`config.mk`:
```
export PLATFORM = sky130hd
export DESIGN_NAME = scroll_velocity_ema_prefetch_core_flat
export DESIGN_NICKNAME = d
export VERILOG_FILES = /design/src/sv/svep_pkg.sv /design/src/sv/svep_if.sv /design/src/sv/svep_div.sv /design/src/sv/scroll_velocity_ema_prefetch_core.sv /design/src/flat_wrapper.sv
export VERILOG_INCLUDE_DIRS = /design/src /design/src/sv
export SDC_FILE = /design/constraint.sdc
export NUM_CORES = 2
export LEC_CHECK = 0
export BUFFER_PORTS_ARGS = -buffer_cell sky130_fd_sc_hd__buf_2
export CAP_MARGIN = 40
export CORE_ASPECT_RATIO = 0.75
export CORE_MARGIN = 10
export CORE_UTILIZATION = 50
export CTS_CLUSTER_SIZE = 10
export DETAILED_ROUTE_END_ITERATION = 10
export PLACE_DENSITY = 0.67
export SYNTH_ARGS = -nofsm -noshare
export SYNTH_HDL_FRONTEND = slang
export SYNTH_SLANG_ARGS = --single-unit
```
`constraint.sdc`:
```
create_clock -name clk -period 11.92 [get_ports clk]
set_input_delay 1.192 -clock clk [delete_from_list [all_inputs] [get_ports clk]]
set_output_delay 1.192 -clock clk [all_outputs]
set_load 0.02 [all_outputs]
```
`src/sv/scroll_velocity_ema_prefetch_core_macros.svh`:
```
// Assertion macros for the scroll velocity estimator.
// Depends on a clock named clk and an active-low reset named rst_n in the using scope.
`ifndef SCROLL_VELOCITY_EMA_PREFETCH_CORE_MACROS_SVH
`define SCROLL_VELOCITY_EMA_PREFETCH_CORE_MACROS_SVH

`ifndef NO_ASSERTIONS

// Same-cycle implication, sampled on clk, off during reset.
`define SVEP_ASSERT_IMPL(lbl, ante, cons) \
  lbl: assert property (@(posedge clk) disable iff (!rst_n) (ante) |-> (cons)) \
    else $error("svep assertion failed");

// Next-cycle implication, sampled on clk, off during reset.
`define SVEP_ASSERT_NEXT(lbl, ante, cons) \
  lbl: assert property (@(posedge clk) disable iff (!rst_n) (ante) |=> (cons)) \
    else $error("svep assertion failed");

`else

`define SVEP_ASSERT_IMPL(lbl, ante, cons)
`define SVEP_ASSERT_NEXT(lbl, ante, cons)

`endif

`endif

```
`src/sv/svep_pkg.sv`:
```
// Package for the scroll velocity estimator: field widths, command and register codes,
// arithmetic constants and the divider status type. No dependencies.
package svep_pkg;

  localparam int CMD_W      = 2;
  localparam int DELTA_W    = 16;
  localparam int TS_FIELD_W = 48;
  localparam int TOP_W      = 24;
  localparam int VEL_W      = 32;
  localparam int PRED_W     = 29;
  localparam int START_W    = 25;
  localparam int COUNT_W    = 21;
  localparam int DIR_W      = 2;
  localparam int CFG_IDX_W  = 2;
  localparam int CFG_DATA_W = 32;

  // Dividend of the speed division: |delta| * 1e6 * 256 stays below 2**43.
  localparam int NUM_W = 43;

  localparam logic [CMD_W-1:0] CMD_ADD_SAMPLE = 2'd0;
  localparam logic [CMD_W-1:0] CMD_EVALUATE   = 2'd1;
  localparam logic [CMD_W-1:0] CMD_RESET_HIST = 2'd2;

  localparam logic [CFG_IDX_W-1:0] REG_FAST_THRESHOLD = 2'd0;
  localparam logic [CFG_IDX_W-1:0] REG_TRIGGER_ENABLE = 2'd1;

  localparam logic [VEL_W-1:0] FAST_THRESHOLD_RST = 32'd12800;
  localparam logic [VEL_W-1:0] MIN_THRESHOLD      = 32'd256;

  localparam logic [19:0] US_PER_S   = 20'd1000000;
  localparam logic [15:0] ALPHA_Q15  = 16'd9830;
  localparam logic [15:0] ROUND_HALF = 16'd16384;
  localparam int          Q15_SHIFT  = 15;
  // ceil(2**35 / 10): exact divide by ten for any 32-bit value.
  localparam logic [31:0] RECIP_10   = 32'hCCCC_CCCD;
  localparam int          RECIP_SHIFT = 35;
  localparam logic [COUNT_W-1:0] LOOKAHEAD_EXTRA = 21'd4;

  localparam logic signed [DIR_W-1:0] DIR_NONE = 2'sb00;
  localparam logic signed [DIR_W-1:0] DIR_FWD  = 2'sb01;
  localparam logic signed [DIR_W-1:0] DIR_BACK = 2'sb11;

  typedef struct packed {
    logic busy;
    logic done;
  } div_status_t;

endpackage

```
`src/sv/svep_if.sv`:
```
// Channel interfaces of the scroll velocity estimator: input items, results, config writes.
// Depends on svep_pkg.
interface svep_in_if;
  import svep_pkg::*;
  logic                    valid;
  logic                    ready;
  logic [CMD_W-1:0]        command;
  logic signed [DELTA_W-1:0] delta_items;
  logic [TS_FIELD_W-1:0]   timestamp_us;
  logic [TOP_W-1:0]        top_index;

  modport source (output valid, command, delta_items, timestamp_us, top_index,
                  input ready);
  modport sink   (input valid, command, delta_items, timestamp_us, top_index,
                  output ready);
endinterface

interface svep_out_if;
  import svep_pkg::*;
  logic                    valid;
  logic                    ready;
  logic [VEL_W-1:0]        items_per_second;
  logic [PRED_W-1:0]       predicted_items;
  logic                    fast_scroll;
  logic signed [DIR_W-1:0] scroll_direction;
  logic                    trigger_valid;
  logic [START_W-1:0]      trigger_start;
  logic [COUNT_W-1:0]      trigger_count;
  logic signed [DIR_W-1:0] trigger_direction;

  modport source (output valid, items_per_second, predicted_items, fast_scroll,
                  scroll_direction, trigger_valid, trigger_start, trigger_count,
                  trigger_direction, input ready);
  modport sink   (input valid, items_per_second, predicted_items, fast_scroll,
                  scroll_direction, trigger_valid, trigger_start, trigger_count,
                  trigger_direction, output ready);
endinterface

interface svep_cfg_if;
  import svep_pkg::*;
  logic                  valid;
  logic                  ready;
  logic [CFG_IDX_W-1:0]  index;
  logic [CFG_DATA_W-1:0] data;

  modport source (output valid, index, data, input ready);
  modport sink   (input valid, index, data, output ready);
endinterface

```
`src/sv/svep_div.sv`:
```
// Restoring radix-2 divider, one quotient bit per cycle, used by the speed update.
// Depends on svep_pkg.
module svep_div #(
  parameter int DIVISOR_W = 48
) (
  input  logic                        clk,
  input  logic                        rst_n,
  input  logic                        start,
  input  logic [svep_pkg::NUM_W-1:0]  dividend,
  input  logic [DIVISOR_W-1:0]        divisor,
  output logic [svep_pkg::NUM_W-1:0]  quotient,
  output svep_pkg::div_status_t       status
);
  import svep_pkg::*;

  localparam int CNT_W = $clog2(NUM_W + 1);
  localparam logic [CNT_W-1:0] STEPS = CNT_W'(NUM_W);
  localparam logic [CNT_W-1:0] ONE   = CNT_W'(1);

  logic [NUM_W-1:0]     quo_r, quo_nxt;
  logic [DIVISOR_W-1:0] rem_r, rem_nxt;
  logic [DIVISOR_W-1:0] dsr_r, dsr_nxt;
  logic [CNT_W-1:0]     cnt_r, cnt_nxt;
  logic                 busy_r, busy_nxt;
  logic                 done_r, done_nxt;

  logic [DIVISOR_W:0]   rem_sh;
  logic [DIVISOR_W:0]   rem_diff;
  logic                 fits;

  // Shift in the next dividend bit and try the subtract.
  assign rem_sh   = {rem_r, quo_r[NUM_W-1]};
  assign fits     = rem_sh >= {1'b0, dsr_r};
  assign rem_diff = rem_sh - {1'b0, dsr_r};

  always_comb begin
    quo_nxt  = quo_r;
    rem_nxt  = rem_r;
    dsr_nxt  = dsr_r;
    cnt_nxt  = cnt_r;
    busy_nxt = busy_r;
    done_nxt = 1'b0;
    if (start) begin
      quo_nxt  = dividend;
      rem_nxt  = '0;
      dsr_nxt  = divisor;
      cnt_nxt  = STEPS;
      busy_nxt = 1'b1;
    end else if (busy_r) begin
      rem_nxt = fits ? rem_diff[DIVISOR_W-1:0] : rem_sh[DIVISOR_W-1:0];
      quo_nxt = {quo_r[NUM_W-2:0], fits};
      cnt_nxt = cnt_r - ONE;
      if (cnt_r == ONE) begin
        busy_nxt = 1'b0;
        done_nxt = 1'b1;
      end
    end
  end

  always_ff @(posedge clk) begin
    quo_r <= quo_nxt;
    rem_r <= rem_nxt;
    dsr_r <= dsr_nxt;
    if (!rst_n) begin
      cnt_r  <= '0;
      busy_r <= 1'b0;
      done_r <= 1'b0;
    end else begin
      cnt_r  <= cnt_nxt;
      busy_r <= busy_nxt;
      done_r <= done_nxt;
    end
  end

  assign quotient    = quo_r;
  assign status.busy = busy_r;
  assign status.done = done_r;

endmodule

```
`src/sv/scroll_velocity_ema_prefetch_core.sv`:
```
// Top level of the scroll velocity estimator with prefetch trigger.
// Depends on svep_pkg, svep_if.sv, svep_div and scroll_velocity_ema_prefetch_core_macros.svh.
`include "scroll_velocity_ema_prefetch_core_macros.svh"

// Scroll velocity estimator. Each transfer on in_ch carries one command (add sample,
// evaluate prefetch, reset history) and produces exactly one result transfer on out_ch.
// An add sample that has a previous sample and a later timestamp computes the speed
// |delta| * 1e6 * 256 / dt (Q24.8, saturating at all ones) on a restoring divider that
// retires one quotient bit per cycle over 43 steps, then folds it into the EMA
// (alpha 9830/32768, rounded half up). Such a sample runs through prepare, load, divide,
// EMA, predict and finish before in_ch.ready rises again; other commands skip load, divide
// and EMA. The 100 ms prediction is a registered reciprocal multiply by one tenth.
// A result register decouples out_ch: the next command is accepted while the previous
// result still waits, and the block stalls only when a new result is ready before the
// old one has been taken. cfg_ch is always ready; write it while no command is in flight.
module scroll_velocity_ema_prefetch_core #(
  parameter int TIMESTAMP_BITS = 48
) (
  input  logic       clk,
  input  logic       rst_n,
  svep_in_if.sink    in_ch,
  svep_out_if.source out_ch,
  svep_cfg_if.sink   cfg_ch
);
  import svep_pkg::*;

  localparam int TSW = TIMESTAMP_BITS;

  typedef enum logic [6:0] {
    ST_IDLE = 7'b0000001,
    ST_PREP = 7'b0000010,
    ST_LOAD = 7'b0000100,
    ST_DIV  = 7'b0001000,
    ST_EMA  = 7'b0010000,
    ST_PRED = 7'b0100000,
    ST_FIN  = 7'b1000000
  } state_t;

  state_t state_r, state_nxt;

  // Captured command.
  logic [CMD_W-1:0]   cmd_r, cmd_nxt;
  logic [DELTA_W-1:0] delta_r, delta_nxt;
  logic [TSW-1:0]     ts_r, ts_nxt;
  logic [TOP_W-1:0]   top_r, top_nxt;

  // History and smoothed speed.
  logic [TSW-1:0]     prev_ts_r, prev_ts_nxt;
  logic [DELTA_W-1:0] last_delta_r, last_delta_nxt;
  logic [1:0]         samples_r, samples_nxt;
  logic [VEL_W-1:0]   smooth_r, smooth_nxt;

  // Configuration.
  logic [VEL_W-1:0]   thr_r, thr_nxt;
  logic               trig_en_r, trig_en_nxt;

  // Datapath registers.
  logic [NUM_W-1:0]   num_r, num_nxt;
  logic [TSW-1:0]     dt_r, dt_nxt;
  logic [PRED_W-1:0]  pred_r, pred_nxt;

  // Result register.
  logic                    out_valid_r, out_valid_nxt;
  logic [VEL_W-1:0]        o_ips_r, o_ips_nxt;
  logic [PRED_W-1:0]       o_pred_r, o_pred_nxt;
  logic                    o_fast_r, o_fast_nxt;
  logic signed [DIR_W-1:0] o_dir_r, o_dir_nxt;
  logic                    o_tv_r, o_tv_nxt;
  logic [START_W-1:0]      o_ts_r, o_ts_nxt;
  logic [COUNT_W-1:0]      o_tc_r, o_tc_nxt;
  logic signed [DIR_W-1:0] o_td_r, o_td_nxt;

  // Divider.
  logic              div_start;
  logic [NUM_W-1:0]  div_quo;
  div_status_t       div_stat;

  svep_div #(
    .DIVISOR_W(TSW)
  ) u_div (
    .clk      (clk),
    .rst_n    (rst_n),
    .start    (div_start),
    .dividend (num_r),
    .divisor  (dt_r),
    .quotient (div_quo),
    .status   (div_stat)
  );

  // Timestamp field resized to the timestamp width in use.
  logic [TSW+TS_FIELD_W-1:0] ts_ext;
  logic [TSW-1:0]            ts_in;
  assign ts_ext = {{TSW{1'b0}}, in_ch.timestamp_us};
  assign ts_in  = ts_ext[TSW-1:0];

  // Sample preparation terms.
  logic [1:0]          samples_inc;
  logic                do_update;
  logic [DELTA_W-1:0]  mag;
  logic [35:0]         mag_prod;
  assign samples_inc = (samples_r == 2'd2) ? 2'd2 : samples_r + 2'd1;
  assign do_update   = (samples_inc == 2'd2) && (ts_r > prev_ts_r);
  assign mag         = delta_r[DELTA_W-1] ? (16'd0 - delta_r) : delta_r;
  assign mag_prod    = {20'd0, mag} * {16'd0, US_PER_S};

  // EMA: v + ((9830 * (inst - v) + 16384) >>> 15), equal to the weighted form.
  logic [VEL_W-1:0]  inst;
  logic signed [32:0] ema_diff;
  logic signed [48:0] ema_x;
  logic signed [48:0] ema_term;
  assign inst     = (|div_quo[NUM_W-1:VEL_W]) ? '1 : div_quo[VEL_W-1:0];
  assign ema_diff = $signed({1'b0, inst}) - $signed({1'b0, smooth_r});
  assign ema_x    = $signed(49'(ema_diff)) * $signed({33'd0, ALPHA_Q15})
                  + $signed({33'd0, ROUND_HALF});
  assign ema_term = ema_x >>> Q15_SHIFT;

  // Prediction: divide by ten through the reciprocal.
  logic [63:0] pred_prod;
  assign pred_prod = {32'd0, smooth_r} * {32'd0, RECIP_10};

  // Result terms.
  logic [VEL_W-1:0]        eff_thr;
  logic signed [DIR_W-1:0] dir_now;
  logic                    trig;
  logic [COUNT_W-1:0]      count;
  logic [START_W-1:0]      start_fwd;
  logic [START_W-1:0]      start_back;
  assign eff_thr    = (thr_r < MIN_THRESHOLD) ? MIN_THRESHOLD : thr_r;
  assign dir_now    = (samples_r == 2'd0 || last_delta_r == '0) ? DIR_NONE :
                      (last_delta_r[DELTA_W-1] ? DIR_BACK : DIR_FWD);
  assign trig       = (cmd_r == CMD_EVALUATE) && trig_en_r && (smooth_r >= eff_thr);
  assign count      = pred_r[PRED_W-1:8] + LOOKAHEAD_EXTRA;
  assign start_fwd  = {1'b0, top_r} + 25'd1;
  assign start_back = (top_r > {3'd0, count}) ? {1'b0, top_r - {3'd0, count}} : '0;

  always_comb begin
    state_nxt      = state_r;
    cmd_nxt        = cmd_r;
    delta_nxt      = delta_r;
    ts_nxt         = ts_r;
    top_nxt        = top_r;
    prev_ts_nxt    = prev_ts_r;
    last_delta_nxt = last_delta_r;
    samples_nxt    = samples_r;
    smooth_nxt     = smooth_r;
    thr_nxt        = thr_r;
    trig_en_nxt    = trig_en_r;
    num_nxt        = num_r;
    dt_nxt         = dt_r;
    pred_nxt       = pred_r;
    div_start      = 1'b0;
    // Drop the result once it transfers.
    out_valid_nxt  = out_valid_r && !out_ch.ready;
    o_ips_nxt      = o_ips_r;
    o_pred_nxt     = o_pred_r;
    o_fast_nxt     = o_fast_r;
    o_dir_nxt      = o_dir_r;
    o_tv_nxt       = o_tv_r;
    o_ts_nxt       = o_ts_r;
    o_tc_nxt       = o_tc_r;
    o_td_nxt       = o_td_r;

    if (cfg_ch.valid) begin
      case (cfg_ch.index)
        REG_FAST_THRESHOLD: thr_nxt     = cfg_ch.data;
        REG_TRIGGER_ENABLE: trig_en_nxt = cfg_ch.data[0];
        default: ;
      endcase
    end

    case (state_r)
      ST_IDLE: begin
        if (in_ch.valid) begin
          cmd_nxt   = in_ch.command;
          delta_nxt = in_ch.delta_items;
          ts_nxt    = ts_in;
          top_nxt   = in_ch.top_index;
          state_nxt = ST_PREP;
        end
      end
      ST_PREP: begin
        // Apply the command to the history; launch the division only when it counts.
        num_nxt   = {mag_prod[NUM_W-9:0], 8'd0};
        dt_nxt    = ts_r - prev_ts_r;
        state_nxt = ST_PRED;
        case (cmd_r)
          CMD_ADD_SAMPLE: begin
            samples_nxt    = samples_inc;
            prev_ts_nxt    = ts_r;
            last_delta_nxt = delta_r;
            if (do_update) state_nxt = ST_LOAD;
          end
          CMD_RESET_HIST: begin
            samples_nxt    = 2'd0;
            prev_ts_nxt    = '0;
            last_delta_nxt = '0;
            smooth_nxt     = '0;
          end
          default: ;
        endcase
      end
      ST_LOAD: begin
        div_start = 1'b1;
        state_nxt = ST_DIV;
      end
      ST_DIV: begin
        if (div_stat.done) state_nxt = ST_EMA;
      end
      ST_EMA: begin
        smooth_nxt = smooth_r + ema_term[VEL_W-1:0];
        state_nxt  = ST_PRED;
      end
      ST_PRED: begin
        pred_nxt  = pred_prod[63:RECIP_SHIFT];
        state_nxt = ST_FIN;
      end
      ST_FIN: begin
        // Hold until the result register is free.
        if (!out_valid_r || out_ch.ready) begin
          out_valid_nxt = 1'b1;
          o_ips_nxt     = smooth_r;
          o_pred_nxt    = pred_r;
          o_fast_nxt    = smooth_r > eff_thr;
          o_dir_nxt     = dir_now;
          o_tv_nxt      = trig;
          o_tc_nxt      = trig ? count : '0;
          o_ts_nxt      = '0;
          o_td_nxt      = DIR_NONE;
          if (trig) begin
            o_ts_nxt = (dir_now == DIR_BACK) ? start_back : start_fwd;
            o_td_nxt = (dir_now == DIR_BACK) ? DIR_BACK : DIR_FWD;
          end
          state_nxt = ST_IDLE;
        end
      end
      default: state_nxt = ST_IDLE;
    endcase
  end

  always_ff @(posedge clk) begin
    cmd_r    <= cmd_nxt;
    delta_r  <= delta_nxt;
    ts_r     <= ts_nxt;
    top_r    <= top_nxt;
    num_r    <= num_nxt;
    dt_r     <= dt_nxt;
    pred_r   <= pred_nxt;
    o_ips_r  <= o_ips_nxt;
    o_pred_r <= o_pred_nxt;
    o_fast_r <= o_fast_nxt;
    o_dir_r  <= o_dir_nxt;
    o_tv_r   <= o_tv_nxt;
    o_ts_r   <= o_ts_nxt;
    o_tc_r   <= o_tc_nxt;
    o_td_r   <= o_td_nxt;
    if (!rst_n) begin
      state_r      <= ST_IDLE;
      prev_ts_r    <= '0;
      last_delta_r <= '0;
      samples_r    <= 2'd0;
      smooth_r     <= '0;
      thr_r        <= FAST_THRESHOLD_RST;
      trig_en_r    <= 1'b0;
      out_valid_r  <= 1'b0;
    end else begin
      state_r      <= state_nxt;
      prev_ts_r    <= prev_ts_nxt;
      last_delta_r <= last_delta_nxt;
      samples_r    <= samples_nxt;
      smooth_r     <= smooth_nxt;
      thr_r        <= thr_nxt;
      trig_en_r    <= trig_en_nxt;
      out_valid_r  <= out_valid_nxt;
    end
  end

  assign in_ch.ready  = (state_r == ST_IDLE);
  assign cfg_ch.ready = 1'b1;

  assign out_ch.valid             = out_valid_r;
  assign out_ch.items_per_second  = o_ips_r;
  assign out_ch.predicted_items   = o_pred_r;
  assign out_ch.fast_scroll       = o_fast_r;
  assign out_ch.scroll_direction  = o_dir_r;
  assign out_ch.trigger_valid     = o_tv_r;
  assign out_ch.trigger_start     = o_ts_r;
  assign out_ch.trigger_count     = o_tc_r;
  assign out_ch.trigger_direction = o_td_r;

  // The divider only finishes while the sequencer waits for it.
  `SVEP_ASSERT_IMPL(a_div_done_in_div, div_stat.done, state_r == ST_DIV)
  // A trigger always asks for at least the look-ahead margin.
  `SVEP_ASSERT_IMPL(a_trig_count_min, out_valid_r && o_tv_r, o_tc_r >= LOOKAHEAD_EXTRA)
  // A trigger implies the reported speed reached the threshold.
  `SVEP_ASSERT_IMPL(a_trig_speed, out_valid_r && o_tv_r, o_ips_r >= eff_thr)
  // Leaving the divider wait always goes through the EMA update.
  `SVEP_ASSERT_NEXT(a_div_to_ema, state_r == ST_DIV && div_stat.done, state_r == ST_EMA)

endmodule

```
`src/flat_wrapper.sv`:
```
// flat-port wrapper written by rule: the top's interface ports become plain ports
module scroll_velocity_ema_prefetch_core_flat import svep_pkg::*;
#(
  parameter int TIMESTAMP_BITS = 48
)
  (clk, rst_n, in_ch_valid, in_ch_command, in_ch_delta_items, in_ch_timestamp_us, in_ch_top_index, in_ch_ready, out_ch_valid, out_ch_items_per_second, out_ch_predicted_items, out_ch_fast_scroll, out_ch_scroll_direction, out_ch_trigger_valid, out_ch_trigger_start, out_ch_trigger_count, out_ch_trigger_direction, out_ch_ready, cfg_ch_valid, cfg_ch_index, cfg_ch_data, cfg_ch_ready);
  svep_in_if in_ch_i ();
  svep_out_if out_ch_i ();
  svep_cfg_if cfg_ch_i ();
  input  logic clk;
  input  logic rst_n;
  input wire logic [$bits(in_ch_i.valid)-1:0] in_ch_valid;
  input wire logic [$bits(in_ch_i.command)-1:0] in_ch_command;
  input wire logic [$bits(in_ch_i.delta_items)-1:0] in_ch_delta_items;
  input wire logic [$bits(in_ch_i.timestamp_us)-1:0] in_ch_timestamp_us;
  input wire logic [$bits(in_ch_i.top_index)-1:0] in_ch_top_index;
  output wire logic [$bits(in_ch_i.ready)-1:0] in_ch_ready;
  output wire logic [$bits(out_ch_i.valid)-1:0] out_ch_valid;
  output wire logic [$bits(out_ch_i.items_per_second)-1:0] out_ch_items_per_second;
  output wire logic [$bits(out_ch_i.predicted_items)-1:0] out_ch_predicted_items;
  output wire logic [$bits(out_ch_i.fast_scroll)-1:0] out_ch_fast_scroll;
  output wire logic [$bits(out_ch_i.scroll_direction)-1:0] out_ch_scroll_direction;
  output wire logic [$bits(out_ch_i.trigger_valid)-1:0] out_ch_trigger_valid;
  output wire logic [$bits(out_ch_i.trigger_start)-1:0] out_ch_trigger_start;
  output wire logic [$bits(out_ch_i.trigger_count)-1:0] out_ch_trigger_count;
  output wire logic [$bits(out_ch_i.trigger_direction)-1:0] out_ch_trigger_direction;
  input wire logic [$bits(out_ch_i.ready)-1:0] out_ch_ready;
  input wire logic [$bits(cfg_ch_i.valid)-1:0] cfg_ch_valid;
  input wire logic [$bits(cfg_ch_i.index)-1:0] cfg_ch_index;
  input wire logic [$bits(cfg_ch_i.data)-1:0] cfg_ch_data;
  output wire logic [$bits(cfg_ch_i.ready)-1:0] cfg_ch_ready;
  assign in_ch_i.valid = in_ch_valid;
  assign in_ch_i.command = in_ch_command;
  assign in_ch_i.delta_items = in_ch_delta_items;
  assign in_ch_i.timestamp_us = in_ch_timestamp_us;
  assign in_ch_i.top_index = in_ch_top_index;
  assign in_ch_ready = in_ch_i.ready;
  assign out_ch_valid = out_ch_i.valid;
  assign out_ch_items_per_second = out_ch_i.items_per_second;
  assign out_ch_predicted_items = out_ch_i.predicted_items;
  assign out_ch_fast_scroll = out_ch_i.fast_scroll;
  assign out_ch_scroll_direction = out_ch_i.scroll_direction;
  assign out_ch_trigger_valid = out_ch_i.trigger_valid;
  assign out_ch_trigger_start = out_ch_i.trigger_start;
  assign out_ch_trigger_count = out_ch_i.trigger_count;
  assign out_ch_trigger_direction = out_ch_i.trigger_direction;
  assign out_ch_i.ready = out_ch_ready;
  assign cfg_ch_i.valid = cfg_ch_valid;
  assign cfg_ch_i.index = cfg_ch_index;
  assign cfg_ch_i.data = cfg_ch_data;
  assign cfg_ch_ready = cfg_ch_i.ready;
  scroll_velocity_ema_prefetch_core #(.TIMESTAMP_BITS(TIMESTAMP_BITS)) u_core (.clk(clk), .rst_n(rst_n), .in_ch(in_ch_i), .out_ch(out_ch_i), .cfg_ch(cfg_ch_i));
endmodule
```
* Word level (Yosys, flattened, before mapping)
Cells that the tools add are included.
Operators by class: muxes and demuxes 32, shift-type cells 0, bitwise logic cells 2, add/subtract/negate cells 11, equality and inequality tests 18, div/mod/pow operators 0, magnitude comparators 6, reduce and logical (&&, ||, !) cells 25, $mul 3
Operator list (number):
- 2-to-1 mux 32 bit | 3
- one-hot mux 48 bit (2 select lines) | 1
- subtractor 48 bit | 2
- 2-to-1 mux 43 bit | 2
- multiplier 32 x 32 -> 64 bit (second input constant) | 1
- one-hot mux 32 bit (2 select lines) | 1
- greater-or-equal comparator 49 x 48 -> 1 bit | 1
- one-hot mux 7 bit (7 select lines) | 1
- greater-than comparator 48 bit | 1
- 2-to-1 mux 48 bit | 1
- adder 47 x 16 -> 47 bit (second input constant) | 1
- multiplier 33 x 14 -> 46 bit (second input constant) | 1
- subtractor 32 x 32 -> 33 bit | 1
- adder 32 bit | 1
- greater-or-equal comparator 32 bit | 1
- greater-than comparator 32 bit | 1
- less-than comparator 32 x 9 -> 1 bit (second input constant) | 1
- one-hot mux 16 bit (2 select lines) | 1
- multiplier 16 x 14 -> 29 bit (second input constant) | 1
- 2-to-1 mux 7 bit | 4
- adder 24 x 1 -> 25 bit (second input constant) | 1
- 2-to-1 mux 25 bit | 1
- greater-than comparator 24 x 21 -> 1 bit | 1
- 2-to-1 mux 24 bit | 1
- 34 further kinds | 66
Word-level totals: logic and storage cells 128, RAM bits 0, memories 0, register bits after elaboration 595, bits of input ports 129, output and inout port bits 116, memory bits (read-only) 0, latch bits 0

* Depth between registers and ports, before layout
depth in word-level cells 7, mapped depth 52, mapped depth without buffers 50

* By module
Synthesis repeated with hierarchy kept, for this count alone.
Second synthesis, totals: cell total of the unflattened synthesis 5982, area, all modules 60649.4 sq um
By module, submodules not included:
- scroll_velocity_ema_prefetch_core | instances 1, cells an instance 5092, seq. area each 12061.6 sq um, area each 51953.6 sq um
- svep_div | instances 1, cells an instance 890, seq. area each 3853.7 sq um, area each 8695.8 sq um

* Worst setup path before layout
Ideal clock, no wire load.
kind reg-to-reg, start register u_core.u_div.quo_r[35], in the netlist u_core.u_div.quotient[35], end register u_core.smooth_r[31], path buffers 2, arrival time 11.015 ns, period minus slack after synthesis 11.135 ns, cell stages (with the launch flop) 50, library setup time 0.121 ns, data required time 11.799 ns, setup slack 0.785 ns, path through edfxtp_1 > nor4_1 > nand3_1 > clkbuf_1 > nor2_1 > ha_1 > inv_1 > fa_1 > a21o_1 > a21oi_1 > o21ai_0 > a21oi_1 > o21bai_1 > a21oi_1 > o21ai_0 > a31o_2 > a21o_1 > a21o_1 > [14 not listed] > and4_1 > o21ai_0 > nand4b_1 > nor4_2 > nand3_2 > nor3b_1 > nand2_1 > mux2i_1 > xor2_1 > ha_1 > nand2_1 > nor3b_1 > a211oi_1 > a211o_1 > a21boi_0 > mux2_2 > nor4_1 > nand2_1
On the way: longest elaborated chain between the ends 7
RTL lines:
- start: declaration | line svep_div.sv:20 | logic [NUM_W-1:0] quo_r, quo_nxt;
- start signal: assignment | line svep_div.sv:61 | quo_r <= quo_nxt;
- OR reduction 11 bit | line scroll_velocity_ema_prefetch_core.sv:111 | assign inst = (|div_quo[NUM_W-1:VEL_W]) ? '1 : div_quo[VEL_W-1:0];
- 2-to-1 mux 32 bit | line scroll_velocity_ema_prefetch_core.sv:111
- subtractor 32 x 32 -> 33 bit | line scroll_velocity_ema_prefetch_core.sv:112 | assign ema_diff = $signed({1'b0, inst}) - $signed({1'b0, smooth_r});
- multiplier 33 x 14 -> 46 bit | line scroll_velocity_ema_prefetch_core.sv:113 | assign ema_x = $signed(49'(ema_diff)) * $signed({33'd0, ALPHA_Q15})
- adder 47 x 16 -> 47 bit | line scroll_velocity_ema_prefetch_core.sv:114 | + $signed({33'd0, ROUND_HALF});
- adder 32 bit | line scroll_velocity_ema_prefetch_core.sv:210 | smooth_nxt = smooth_r + ema_term[VEL_W-1:0];
- one-hot mux 32 bit (2 select lines) | line scroll_velocity_ema_prefetch_core.sv:171 | case (state_r)
- end signal: assignment | line scroll_velocity_ema_prefetch_core.sv:270 | smooth_r <= smooth_nxt;
- end: declaration | line scroll_velocity_ema_prefetch_core.sv:51 | logic [VEL_W-1:0] smooth_r, smooth_nxt;
Every way passes these cells. A chain may end at the register's enable or synchronous reset.

* Final worst setup path
Ends and elaborated chain as after synthesis.

==> out/metrics.yaml <==
synthesis:
  yosys_warnings: 0
  synth_area_um2: 61300
  syn-instance-count: 6149
  syn_avg_cell_area_um2: 9.97
  synth_top_family_by_area: "adder cells"
  synthAdderAreaFrac_pct: 38.0
  synth-simple-area-share_pct: 11.7
  synth_common_cells: "1152 x inv_1, 841 x ha_1, 637 x fa_1"
  synth_top_cell_area_share_pct: 20.8
  async_flop_share_pct: 0
  synth_cell_types: 101
  synth_xor_area_share_pct: 4.31
  muxShareOfSynthArea_pct: 0.604
  synth_compound_area_share_pct: 11.6
  synth_edf_count: 400
  synthFlopType: "edfxtp_1"
  synth.net_count: 7756
  yosysSeqAreaShare_pct: 26.0
  synth_area_leaders: "fa_1 21%, edfxtp_1 20%, ha_1 17%, inv_1 7.1%, dfxtp_1 6.4%"
  synth.most_common_cell: "inv_1"
  synth_seq_cells: 595
  netlist.top_cell.by_area: "fa_1"
cts:
  cts_tree: "yes"
  cts.sinks: 595
  numCtsBuffers: 75
  cts.htree.levels: 3
  cts_max_path_buffers: 3
  cts-root-buf: "clkbuf_16"
  ctsHoldBuffers: 0
  cts.clk_slew.worst_paths_ps: 60
  insertion_delay_ps: 680
floorplan:
  ios: 245
  core_region_area_um2: 122000
  fp-row-count: 111
  die_h_um: 323
  die-area_um2: 137000
  die_x_um: 424
  initial_utilization_pct: 50.3
setup_path:
  start_kind: "register"
  arrival_ps: 12070
  reg2reg_slack_ps: 420
  regToRegStartpoint: "u_core.u_div.quotient[35]"
  rr_endpoint: "u_core.smooth_r[31]"
  end_kind: "register"
  worstPathMaxFanout: 6
  critPathLaunch: "u_core.u_div.quotient[35]"
  criticalPathCategory: "register to register"
  cp_common_cell: "a21o_1"
  slowest_stage: "fa_1"
  crit_path_max_incr_delay_ps: 540
  required_ps: 12490
  reg2regPathDepth: 49
route:
  num_vias: 45100
  vias_per_cell: 5.49
  drtIter0Drc: 3250
  drt-pass1-iter-count: 5
  wl_per_cell_um: 20.4
  totalWireLength_mm: 167
  drc: 0
  postRouteAntennaNets: 0
sta:
  hold_viol: 0
  final_max_slew_viol_count: 0
  hold_slack_ps: 413
  max_freq_ghz: 0.0870
  worst_pin_slew_ps: 916
  post-route-min-period_ps: 11500
  fin_skew_ps: 63.0
  setup_viol: 0
  fin_crit_sh_pct: 96.5
  fin_ws_ps: 420
  slew_headroom_pct: 38.9
layout:
  antenna_cells: 0
  final_area_um2: 68600
  finalNetCount: 8138
  drive_gt1_share_pct: 11.1
  postLayoutCoreUtil_pct: 56.3
  syn_to_final_growth_pct: 11.9
global_routing:
  first_global_vias: 44600
  grt_overflow: 0
  grtUsageTotal_pct: 24.1
  antenna_found_initial: 5
  grt_max_degree: 86
  grt_pass1_wl_mm: 259
placement:
  place_ws_ps: -299
  port-buffer-count: 243
  place_area_um2: 65500
  place_congestion: 0.997
  detailed_place_hpwl_mm: 138
hold_path:
  min_to: "u_core.u_div.dsr_r[1]"
  hold_depth: 0
  worstHoldStart: "u_core.dt_r[1]"
  min_path_type: "register to register"
power:
  max-vdd-ir-drop_mv: 0.578
  finalPower_mw: 9.80
  p_leak_nw: 33.2
  p_per_area_nw_per_um2: 143
job:
  drv_cap: 0
run_status:
  outcome: "completed"
flip-flops by register name, indices dropped and copies added (netlist names), 6 cells and up:
register,flops
u_core.delta_r,16
u_core.dt_r,48
u_core.last_delta_r,16
u_core.num_r,29
u_core.out_ch.items_per_second,32
u_core.out_ch.predicted_items,29
u_core.out_ch.trigger_count,21
u_core.out_ch.trigger_start,25
u_core.pred_r,29
u_core.prev_ts_r,48
u_core.smooth_r,32
u_core.state_r,7
u_core.thr_r,32
u_core.top_r,24
u_core.ts_r,48
u_core.u_div.cnt_r,6
u_core.u_div.dsr_r,48
u_core.u_div.quotient,43
u_core.u_div.rem_r,48
area by class of cell:
type	instances	area [um^2]
Tap cell	1638	2050
Sequential cell	595	15900
Fill cell	10900	53300
Clock buffer	113	2120
Clock inverter	18	275
Timing Repair Buffer	436	2770
Multi-Input combinational cell	4271	41200
Inverter	1152	4330
layer usage:
layer | track usage [%] | vias to the layer above | share of wire (%)
li1 | - | 21500 | -
met1 | 34.9 | 22100 | 47
met2 | 35.8 | 1316 | 42
met3 | 5.72 | 197 | 7.5
met4 | 6.93 | 0 | 3.0
met5 | 0 | - | 0
worst max-delay path, delay by kind of cell, from the launching register on:
family,cells,cell delay (ps)
AO/OA/AOI/OAI,15,3270
XOR/XNOR,2,260
adder cells (fa/ha/maj),8,3120
buffers and inverters,8,960
flip-flops,1,430
multiplexers,2,190
AND/OR/NAND/NOR,14,3160
timing repair:
action,in CTS,in global routing
buffers inserted,0,21
cloned,0,1
pin swaps,1,42
resized for setup,12,112
endpoints found under the setup margin,7,15
metrics by stage:
stage                     std cells  TNS (ps)
final                          8223         0
after global routing           8223     -99.1
after CTS                      8201         0
after detailed placement       8070     -1170
after global placement         8056     -85.7
after floorplan                6149         0
cell usage in the layout, fill, tap and decap left out, types with 64 or more instances in the layout:
cell       count
inv_1       1149
nor3_1        80
edfxtp_1     400
nand4_1       64
dfxtp_1      194
nand3_1       90
nor2_1       241
a21o_1       158
xnor2_1      162
clkbuf_16     79
o21ai_0      151
buf_4        186
nor2b_1      143
buf_2        244
ha_1         826
xor2_1       125
nand2_1      356
nor3b_1       69
a21oi_1      303
fa_1         636
how the worst max path moves through the flow:
stage                                     end  slack (ps)  depth (start not counted)
after detailed placement  u_core.smooth_r[30]        -300                         47
after CTS                 u_core.smooth_r[31]           4                         50
after floorplan           u_core.smooth_r[31]         780                         49
after global placement    u_core.smooth_r[26]         -50                         48
after global routing      u_core.smooth_r[31]        -100                         50
final                     u_core.smooth_r[31]         420                         49
power breakdown:
group          internal [mW]  switching (mW)
logic                   2.12            2.74
clock network           1.31           0.939
registers               2.60          0.0802
cells by family (layout without fill, tap and decap cells):
kind of cell | count (synthesis) | count (layout)
xor+xnor | 300 | 300
mux | 36 | 36
buf+inv | 1283 | 1719
simple gates | 1372 | 1372
compound gates | 1084 | 1084
fa+ha+maj | 1478 | 1478
flops | 595 | 595
other cells | 1 | 1
Note: power is estimated with default switching activity, not from simulation.
